File: src/iee_pkg.sv
// Shared types, widths and character codes for the integer expression evaluator.
// Used by iee_muldiv and integer_expression_evaluator; depends on nothing.
package iee_pkg;

  // Arithmetic width; every operand and the running sum wrap at this size.
  localparam int DATA_WIDTH = 32;
  localparam int CNT_W      = $clog2(DATA_WIDTH);

  // ASCII codes the parser reacts to
  localparam logic [7:0] CH_ZERO = 8'h30;
  localparam logic [7:0] CH_NINE = 8'h39;
  localparam logic [7:0] CH_ADD  = 8'h2B;
  localparam logic [7:0] CH_SUB  = 8'h2D;
  localparam logic [7:0] CH_MUL  = 8'h2A;
  localparam logic [7:0] CH_DIV  = 8'h2F;
  localparam logic [7:0] CH_EQ   = 8'h3D;

  // Decimal base for the number accumulator
  localparam int RADIX = 10;

  // Operator that applies the number just read to the product term
  typedef enum logic [1:0] {
    OP_NONE = 2'd0,
    OP_MUL  = 2'd1,
    OP_DIV  = 2'd2
  } mulop_t;

  // Operator character held while the current number is closed
  typedef enum logic [2:0] {
    K_MUL = 3'd0,
    K_DIV = 3'd1,
    K_ADD = 3'd2,
    K_SUB = 3'd3,
    K_EQ  = 3'd4
  } char_kind_t;

  // Request to the serial multiply / divide unit
  typedef struct packed {
    logic start;
    logic is_div;
  } md_ctl_t;

  // Magnitude of a two's complement value, as an unsigned number
  function automatic logic [DATA_WIDTH-1:0] magnitude(input logic [DATA_WIDTH-1:0] v);
    logic [DATA_WIDTH-1:0] m;
    m = v[DATA_WIDTH-1] ? (~v + 1'b1) : v;
    return m;
  endfunction

endpackage

File: src/integer_expression_evaluator.sv
// Top level of the infix integer expression evaluator: parser control, sum and output beat.
// Depends on iee_pkg and instantiates iee_muldiv.
//
// Usage:
//   Input channel: one ASCII character per beat on char_code, in_valid / in_stall.
//   Digits build a decimal number, '*' and '/' bind tighter than '+' and '-', '='
//   ends the expression. All other characters are taken and ignored.
//   Output channel: one beat per '=' on value / div_zero, out_valid / out_stall.
//   value is the 32-bit wrapped result, or 0 with div_zero set after a division
//   by zero anywhere in the expression.
// Timing:
//   A digit or an ignored character is taken in the idle state. '+', '-' or '='
//   after a plain number, or one that closes a divide by zero, passes through the
//   number and term states. An operator that closes a multiply or divide also waits
//   in the wait state while the serial unit handles one operand bit per cycle. The
//   result of '=' is registered as the block leaves the term state, after the number
//   state and, when a product or quotient is pending, the wait state.
// Reset clears all expression state; the block then takes characters at once.
// While the receiver stalls a result, the block keeps taking characters and only
// holds on the next '=' until the waiting beat is taken. After '=' the block
// starts a fresh expression by itself.
module integer_expression_evaluator (
  input  logic        clk,
  input  logic        rst,
  input  logic        in_valid,
  output logic        in_stall,
  input  logic [7:0]  char_code,
  output logic        out_valid,
  input  logic        out_stall,
  output logic [31:0] value,
  output logic        div_zero
);
  import iee_pkg::*;

  typedef enum logic [3:0] {
    ST_IDLE = 4'b0001,
    ST_NUM  = 4'b0010,
    ST_WAIT = 4'b0100,
    ST_TERM = 4'b1000
  } state_t;

  state_t                state;
  char_kind_t            kind;
  mulop_t                pending_mulop;
  logic                  pending_sign;
  logic                  error_seen;
  logic [DATA_WIDTH-1:0] running_sum;
  logic [DATA_WIDTH-1:0] term_value;
  logic [DATA_WIDTH-1:0] number_acc;

  logic                  in_beat;
  logic                  is_digit;
  logic [DATA_WIDTH-1:0] digit_val;
  logic [DATA_WIDTH-1:0] number_acc_next;
  logic [DATA_WIDTH-1:0] running_sum_next;
  logic                  out_free;
  logic                  emit;
  md_ctl_t               md_ctl;
  logic                  md_done;
  logic [DATA_WIDTH-1:0] md_result;

  // Handshake and character decode
  always_comb begin
    in_stall  = (state != ST_IDLE);
    in_beat   = in_valid && !in_stall;
    is_digit  = (char_code >= CH_ZERO) && (char_code <= CH_NINE);
    digit_val = DATA_WIDTH'(char_code - CH_ZERO);
    // times ten as two shifts and an add
    number_acc_next = (number_acc << 3) + (number_acc << 1) + digit_val;
    running_sum_next = pending_sign ? (running_sum - term_value)
                                    : (running_sum + term_value);
    out_free = !out_valid || !out_stall;
    emit     = (state == ST_TERM) && (kind == K_EQ) && out_free;
  end

  // Start the serial unit when a pending product or quotient closes, unless it divides by zero
  always_comb begin
    md_ctl.start  = 1'b0;
    md_ctl.is_div = (pending_mulop == OP_DIV);
    if (state == ST_NUM) begin
      if (pending_mulop == OP_MUL) begin
        md_ctl.start = 1'b1;
      end else if (pending_mulop == OP_DIV && number_acc != '0) begin
        md_ctl.start = 1'b1;
      end
    end
  end

  iee_muldiv u_muldiv (
    .clk    (clk),
    .rst    (rst),
    .ctl    (md_ctl),
    .op_a   (term_value),
    .op_b   (number_acc),
    .done   (md_done),
    .result (md_result)
  );

  // Parser state machine and expression registers
  always_ff @(posedge clk) begin
    if (rst) begin
      state         <= ST_IDLE;
      kind          <= K_EQ;
      pending_mulop <= OP_NONE;
      pending_sign  <= 1'b0;
      error_seen    <= 1'b0;
      running_sum   <= '0;
      term_value    <= '0;
      number_acc    <= '0;
      out_valid     <= 1'b0;
    end else begin
      // raise the output beat on '=', drop it once taken
      if (emit) begin
        out_valid <= 1'b1;
      end else if (out_valid && !out_stall) begin
        out_valid <= 1'b0;
      end
      case (state)
        ST_IDLE: begin
          if (in_beat) begin
            if (is_digit) begin
              number_acc <= number_acc_next;
            end else begin
              case (char_code)
                CH_MUL: begin kind <= K_MUL; state <= ST_NUM; end
                CH_DIV: begin kind <= K_DIV; state <= ST_NUM; end
                CH_ADD: begin kind <= K_ADD; state <= ST_NUM; end
                CH_SUB: begin kind <= K_SUB; state <= ST_NUM; end
                CH_EQ:  begin kind <= K_EQ;  state <= ST_NUM; end
                default: begin
                end
              endcase
            end
          end
        end
        ST_NUM: begin
          // close the number into the product term
          number_acc <= '0;
          case (pending_mulop)
            OP_MUL: begin
              state <= ST_WAIT;
            end
            OP_DIV: begin
              if (number_acc == '0) begin
                error_seen <= 1'b1;
                term_value <= '0;
                state      <= ST_TERM;
              end else begin
                state <= ST_WAIT;
              end
            end
            default: begin
              term_value <= number_acc;
              state      <= ST_TERM;
            end
          endcase
        end
        ST_WAIT: begin
          if (md_done) begin
            term_value <= md_result;
            state      <= ST_TERM;
          end
        end
        ST_TERM: begin
          case (kind)
            K_MUL: begin
              pending_mulop <= OP_MUL;
              state         <= ST_IDLE;
            end
            K_DIV: begin
              pending_mulop <= OP_DIV;
              state         <= ST_IDLE;
            end
            K_ADD, K_SUB: begin
              running_sum   <= running_sum_next;
              term_value    <= '0;
              pending_mulop <= OP_NONE;
              pending_sign  <= (kind == K_SUB);
              state         <= ST_IDLE;
            end
            K_EQ: begin
              // hold until the output register is free, then emit and restart
              if (out_free) begin
                value         <= error_seen ? 32'd0 : 32'($signed(running_sum_next));
                div_zero      <= error_seen;
                running_sum   <= '0;
                term_value    <= '0;
                number_acc    <= '0;
                pending_mulop <= OP_NONE;
                pending_sign  <= 1'b0;
                error_seen    <= 1'b0;
                state         <= ST_IDLE;
              end
            end
            default: begin
              state <= ST_IDLE;
            end
          endcase
        end
        default: begin
          state <= ST_IDLE;
        end
      endcase
    end
  end

endmodule

File: src/iee_muldiv.sv
// Bit-serial multiply and restoring divide unit, one bit per cycle; no new request is taken until done.
// Depends on iee_pkg for the data width, counter width and request struct.
module iee_muldiv (
  input  logic                          clk,
  input  logic                          rst,
  input  iee_pkg::md_ctl_t              ctl,
  input  logic [iee_pkg::DATA_WIDTH-1:0] op_a,
  input  logic [iee_pkg::DATA_WIDTH-1:0] op_b,
  output logic                          done,
  output logic [iee_pkg::DATA_WIDTH-1:0] result
);
  import iee_pkg::*;

  typedef enum logic [2:0] {
    MD_IDLE = 3'b001,
    MD_RUN  = 3'b010,
    MD_FIX  = 3'b100
  } md_state_t;

  md_state_t             state;
  logic [CNT_W-1:0]      cnt;
  logic                  is_div;
  logic                  neg;
  logic [DATA_WIDTH-1:0] acc;    // product, or partial remainder
  logic [DATA_WIDTH-1:0] sh_a;   // multiplicand, or dividend shifting into quotient
  logic [DATA_WIDTH-1:0] sh_b;   // multiplier, or divisor

  logic [DATA_WIDTH:0]   rem_sh;
  logic                  ge;
  logic [DATA_WIDTH:0]   diff;

  // One restoring step: shift in the next dividend bit and try the subtract
  always_comb begin
    rem_sh = {acc, sh_a[DATA_WIDTH-1]};
    ge     = (rem_sh >= {1'b0, sh_b});
    diff   = rem_sh - {1'b0, sh_b};
  end

  // Sequence: load, iterate over every bit, then fix the quotient sign and register the result
  always_ff @(posedge clk) begin
    if (rst) begin
      state <= MD_IDLE;
      done  <= 1'b0;
    end else begin
      done <= 1'b0;
      case (state)
        MD_IDLE: begin
          if (ctl.start) begin
            is_div <= ctl.is_div;
            acc    <= '0;
            cnt    <= CNT_W'(DATA_WIDTH - 1);
            if (ctl.is_div) begin
              sh_a <= magnitude(op_a);
              sh_b <= magnitude(op_b);
              neg  <= op_a[DATA_WIDTH-1] ^ op_b[DATA_WIDTH-1];
            end else begin
              sh_a <= op_a;
              sh_b <= op_b;
              neg  <= 1'b0;
            end
            state <= MD_RUN;
          end
        end
        MD_RUN: begin
          if (is_div) begin
            acc  <= ge ? diff[DATA_WIDTH-1:0] : rem_sh[DATA_WIDTH-1:0];
            sh_a <= {sh_a[DATA_WIDTH-2:0], ge};
          end else begin
            if (sh_b[0]) begin
              acc <= acc + sh_a;
            end
            sh_a <= sh_a << 1;
            sh_b <= sh_b >> 1;
          end
          if (cnt == '0) begin
            state <= MD_FIX;
          end else begin
            cnt <= cnt - 1'b1;
          end
        end
        MD_FIX: begin
          if (is_div) begin
            result <= neg ? (~sh_a + 1'b1) : sh_a;
          end else begin
            result <= acc;
          end
          done  <= 1'b1;
          state <= MD_IDLE;
        end
        default: begin
          state <= MD_IDLE;
        end
      endcase
    end
  end

endmodule

File: config.mk
export PLATFORM = sky130hd
export DESIGN_NAME = integer_expression_evaluator
export DESIGN_NICKNAME = d
export VERILOG_FILES = /design/src/iee_pkg.sv /design/src/integer_expression_evaluator.sv /design/src/iee_muldiv.sv
export SDC_FILE = /design/constraint.sdc
export NUM_CORES = 1
export LEC_CHECK = 0
export BUFFER_PORTS_ARGS = -buffer_cell sky130_fd_sc_hd__buf_4
export CORE_MARGIN = 1
export CORE_UTILIZATION = 45
export DETAILED_ROUTE_END_ITERATION = 10
export SETUP_SLACK_MARGIN = 0.02
export SLEW_MARGIN = 20
export SYNTH_ARGS = -nofsm -noshare
export SYNTH_HDL_FRONTEND = slang
export SYNTH_SLANG_ARGS = --single-unit
File: constraint.sdc
create_clock -name clk -period 10.8 [get_ports clk]
set_input_delay 3.24 -clock clk [delete_from_list [all_inputs] [get_ports clk]]
set_output_delay 3.24 -clock clk [all_outputs]
set_load 0.02 [all_outputs]
# [After elaboration in Yosys (flattened, before gate mapping)]
# Cells that the tools add are included.
[totals] reg_bits=280 input_bits=12 output_inout_bits=35
[op_classes] addsub=11 n_lt_le_gt_ge=3 eq_ne=38 muxes=59 bitwise=6 n_reduce_logical=39
[ops] operator="32-bit two-way mux" count=20
[ops] operator="32-bit case mux with 2 select lines" count=6
[ops] operator="32-bit case mux with 3 select lines" count=2
[ops] operator="32-bit adder" count=4
[ops] operator="32-bit by 1-bit adder with 32-bit output, second input constant" count=3
[ops] operator="32-bit inverter" count=3
[ops] operator="32-bit subtractor" count=2
[ops] operator="8-bit by 6-bit == test with 1-bit output, second input constant" count=5
[ops] operator="33-bit by 32-bit >= comparator with 1-bit output" count=1
[ops] operator="32-bit zero test" count=1
[ops] operator="32-bit nonzero test" count=1
[ops] operator="4-bit two-way mux" count=7
[ops] operator="2-bit != test, second input constant" count=10
[ops] operator="4-bit AND reduction" count=5
[ops] operator="4-bit case mux with 4 select lines" count=1
[ops] operator="3-bit case mux with 5 select lines" count=1
[ops] operator="5-bit AND reduction" count=3
[ops] operator="3-bit AND reduction" count=4
[ops] operator="1-bit two-way mux" count=11
[ops] operator="5-bit two-way mux" count=2
[ops] operator="2-bit by 1-bit != test with 1-bit output, second input constant" count=5
[ops] operator="5-bit case mux with 2 select lines" count=1
[ops] operator="3-bit by 2-bit == test with 1-bit output, second input constant" count=3
[ops] operator="8-bit by 6-bit subtractor with 9-bit output, second input constant" count=1
[ops] operator="35 further kinds" count=54

# [Logic depth before layout (Yosys ltp)]
[logic_depth] ltp_word=7 mapped_depth=20

# [Modules after synthesis]
# From an unflattened synthesis, not the netlist that was laid out.
[hier_totals] hier_cells=2393 area_unflattened_um2=20956.3
[modules_own_cells] module="iee_muldiv" instances=1 cells_per_inst=1317 area_each_um2=11343.4 seq_area_each_um2=4134.0
[modules_own_cells] module="integer_expression_evaluator" instances=1 cells_per_inst=1076 area_each_um2=9613.0 seq_area_each_um2=3153.0

# [Least setup slack after synthesis]
# OpenSTA, ideal clock, no wires.
[synth_timing] path_type="in2reg" start="in char_code[4]" end="reg number_acc[29]" setup_ns=0.117 t_arrival_ns=8.842 required_ns=10.683 path_slack_ns=1.841 stages=14 n_path_buf=0 path_cell_list="ha_1 -> nor3_1 -> fa_1 -> ha_1 -> a21oi_1 -> o21ai_0 -> a211o_1 -> o31a_1 -> o211ai_1 -> a21oi_1 -> or4b_1 -> a31oi_1 -> xnor2_1 -> a22o_1"
[synth_between] elab_chain_cells=5
[synth_rtl] element="start, declared" line="integer_expression_evaluator.sv:27" text="input logic [7:0] char_code,"
[synth_rtl] element="8-bit by 6-bit subtractor with 9-bit output" line="integer_expression_evaluator.sv:67" text="digit_val = DATA_WIDTH'(char_code - CH_ZERO);"
[synth_rtl] element="32-bit adder" line="integer_expression_evaluator.sv:69" text="number_acc_next = (number_acc << 3) + (number_acc << 1) + digit_val;"
[synth_rtl] element="32-bit two-way mux" line="integer_expression_evaluator.sv:121" text="if (is_digit) begin"
[synth_rtl] element="32-bit two-way mux" line="integer_expression_evaluator.sv:120" text="if (in_beat) begin"
[synth_rtl] element="32-bit case mux with 3 select lines" line="integer_expression_evaluator.sv:118" text="case (state)"
[synth_rtl] element="end signal, assigned" line="integer_expression_evaluator.sv:122" text="number_acc <= number_acc_next;"
[synth_rtl] element="end, declared" line="integer_expression_evaluator.sv:49" text="logic [DATA_WIDTH-1:0] number_acc;"
# Several ways; a longest one is shown, not always the timed one. The select of a mux whose other input is x is not followed.
# A chain may end at the register's enable or synchronous reset.

# [Worst setup path in the final report]
# Ends and elaborated chain as after synthesis.

==> flow_summary.yaml <==
clock_tree:
  clockRootBuffer: "clkbuf_16"
  cts-htree-levels: 2
  clockBufferDepth: 3
  cts_tree: "yes"
  cts-resized-gates: 0
  cts_buffers: 35
  insertion_delay_ns: 0.58
  cts_hold_buf: 0
  clock-sinks: 280
  cts_setup_buffers: 0
  path_clk_slew_ns: 0.06
die:
  initial_core_util_pct: 45.7
  fp.dieArea_sq_um: 47200
  rows: 78
  coreArea_sq_um: 45600
  chipWidth_microns: 217
  die_h_microns: 217
  io_pins: 47
sta:
  slew-limit-headroom_pct: 23.2
  rsz0062_at_grt: "no"
  skew_ns: 0.0427
  fmax_mhz: 142
  min_period_ns: 7.02
  slew_violations: 0
  hold_ws_ns: 0.453
  worstMarginPinSlew_ns: 1.15
  period_share_pct: 65.0
  setup-tns-final_ns: 0
  setup_viol: 0
  final_hold_viol_count: 0
logic_synthesis:
  async_flop_share_pct: 0
  synth.most_common_cell: "nor2_1"
  synth_edf_count: 168
  yosys_most_used_dff: "edfxtp_1"
  synth_common_cells: "301 x nor2_1, 217 x a21oi_1, 189 x nand2_1, 168 x edfxtp_1, 156 x o21ai_0"
  ys_seq_area_share_pct: 35.0
  syn_avg_cell_area_sq_um: 8.77
  synth_area_leaders: "edfxtp_1 24%, dfxtp_1 11%, ha_1 8.0%, xnor2_1 5.9%, nor2_1 5.4%"
  ys_types: 84
  syn_area_sq_um: 20800
  ys_seq_elements: 280
  synth_top_cell_by_area: "edfxtp_1"
  synth.net_count: 2554
  yosysWarnings: 0
  synth_top_area_share_pct: 24.2
  synth_cells: 2376
critical_path:
  cp.required_ns: 11.24
  r2r_setup_slack_ns: 5.47
  crit_path_end_kind: "register"
  critPathMaxFanout: 24
  critPathKind: "in -> reg"
  worstPathArrival_ns: 7.46
  critPathLaunchType: "primary input"
route:
  firstDrtPassIters: 5
  wl_per_cell_microns: 19.1
  drc_errors: 0
  vias: 17300
  wl_microns: 57200
  viasPerCell: 5.79
  drt_iter0_markers: 1278
  ant_nets: 0
grt:
  antenna_found_initial: 2
  grt_pass1_vias: 16700
  grt.overflow.total: 0
  grt_pass1_wl_microns: 91800
  grt_max_degree: 79
  gr-usage-all-layers_pct: 24.4
cells_and_area:
  n_antenna_cell: 0
  fin_util_pct: 50.2
  layout.nets: 2544
  drive_above_1_share_pct: 8.07
  fin_cells: 2993
  area_growth_pct: 9.70
  num-fill-cells: 4294
hold_path:
  min_path_type: "reg -> reg"
place:
  dp_cells: 2929
  finalWeightedCongestion: 0.913
  port_buffers: 46
  post-dp-hpwl_microns: 43400
power_and_ir_drop:
  p_total_w: 0.00239
  p_per_area_nw_per_um2: 104
  ir_drop_mv: 0.142
  p_leak_nw: 9.19
outcome:
  status: "finished, final reports clean"
job:
  cap_violations: 0
[layer usage]
layer	global-route usage [%]	part of all wire [%]	vias to the layer above
met2	39.7	46	393
met4	7.49	2.4	2
li1	-	-	8595
met3	3.17	4.9	77
met5	0	0.017	-
met1	33.7	47	8268
[critical path, cell delays in order]
cell and delay, ns:
buf_4 0.13, ha_1 0.26, nor3_2 0.15, buf_4 0.39
fa_1 0.49, ha_1 0.39, a21oi_1 0.18, o21ai_0 0.11
a211o_1 0.32, o31a_1 0.31, o211ai_1 0.32, a21oi_1 0.18
or4b_1 0.49, a31oi_1 0.21, xnor2_1 0.08, a22o_1 0.19
[cell type report]
cell class                      instances  area, sq um  share of cell area (%)
Sequential cell                       280         7290                    31.9
Inverter                               91          342                    1.49
Clock inverter                         16          164                   0.717
Timing Repair Buffer                   72          541                    2.36
Tap cell                              600          751                    3.28
Clock buffer                           48          975                    4.26
Multi-Input combinational cell       1886        12800                    56.0
[power breakdown]
| group | total [W] | internal (W) | switching, W | leakage (nW) |
|---|---|---|---|---|
| clock network | 0.00118 | 0.000686 | 0.000489 | 0.558 |
| registers | 0.00113 | 0.00112 | 0.00000549 | 2.58 |
| logic | 0.0000868 | 0.0000304 | 0.0000564 | 6.05 |
[sequential cells by signal, indices dropped and copies added (netlist names), 2 cells and up]
name             cells
u_muldiv.sh_b       32
term_value          32
state                4
u_muldiv.acc        32
u_muldiv.result     32
number_acc          32
u_muldiv.sh_a       32
running_sum         32
u_muldiv.cnt         5
pending_mulop        2
u_muldiv.state       3
value               32
kind                 3
[per-stage QoR]
step	instance area, sq um	worst slack, ns
global route	22900	3.58
finish	22900	3.78
detailed placement	21700	3.21
floorplan	20800	1.84
global placement	21700	3.19
CTS	22900	3.78
[cell usage in the layout (no fill, tap or decap), types with 16 or more instances in the layout]
cell type,Yosys,routed
nand2b_1,23,23
mux2i_1,20,20
a22o_1,22,22
edfxtp_1,168,168
o211ai_1,16,16
nand3_1,39,39
xor2_1,89,89
nand2_1,189,189
o31ai_1,22,22
nor2_1,301,298
fa_1,32,32
nor3_1,51,46
nor2b_1,30,30
a22oi_1,44,44
nand4_1,16,16
buf_4,3,72
clkbuf_16,0,35
xnor2_1,141,141
a211oi_2,28,28
a21oi_1,217,215
a211oi_1,28,28
dfxtp_1,112,112
o21bai_1,18,18
a31oi_1,20,20
o21ai_0,156,156
a21o_1,62,62
nor4_1,20,20
inv_1,91,91
ha_1,134,134
[final timing paths]
check                                      from              end  cells after the start
worst min register to register  running_sum[24]  running_sum[24]                      2
worst min-delay path            running_sum[24]  running_sum[24]                      2
worst max register to register    term_value[0]        value[31]                     17
worst max-delay path               char_code[4]   number_acc[29]                     16
[cells by family after synthesis]
logic type,share of synthesized area (%)
buffers and inverters,3.97
adder cells (fa/ha/maj),11.1
multiplexers,1.23
flip-flops,35.0
XOR/XNOR,9.66
AO/OA/AOI/OAI,22.5
AND/OR/NAND/NOR,16.5
No activity file was read; power rests on OpenSTA's default activity.
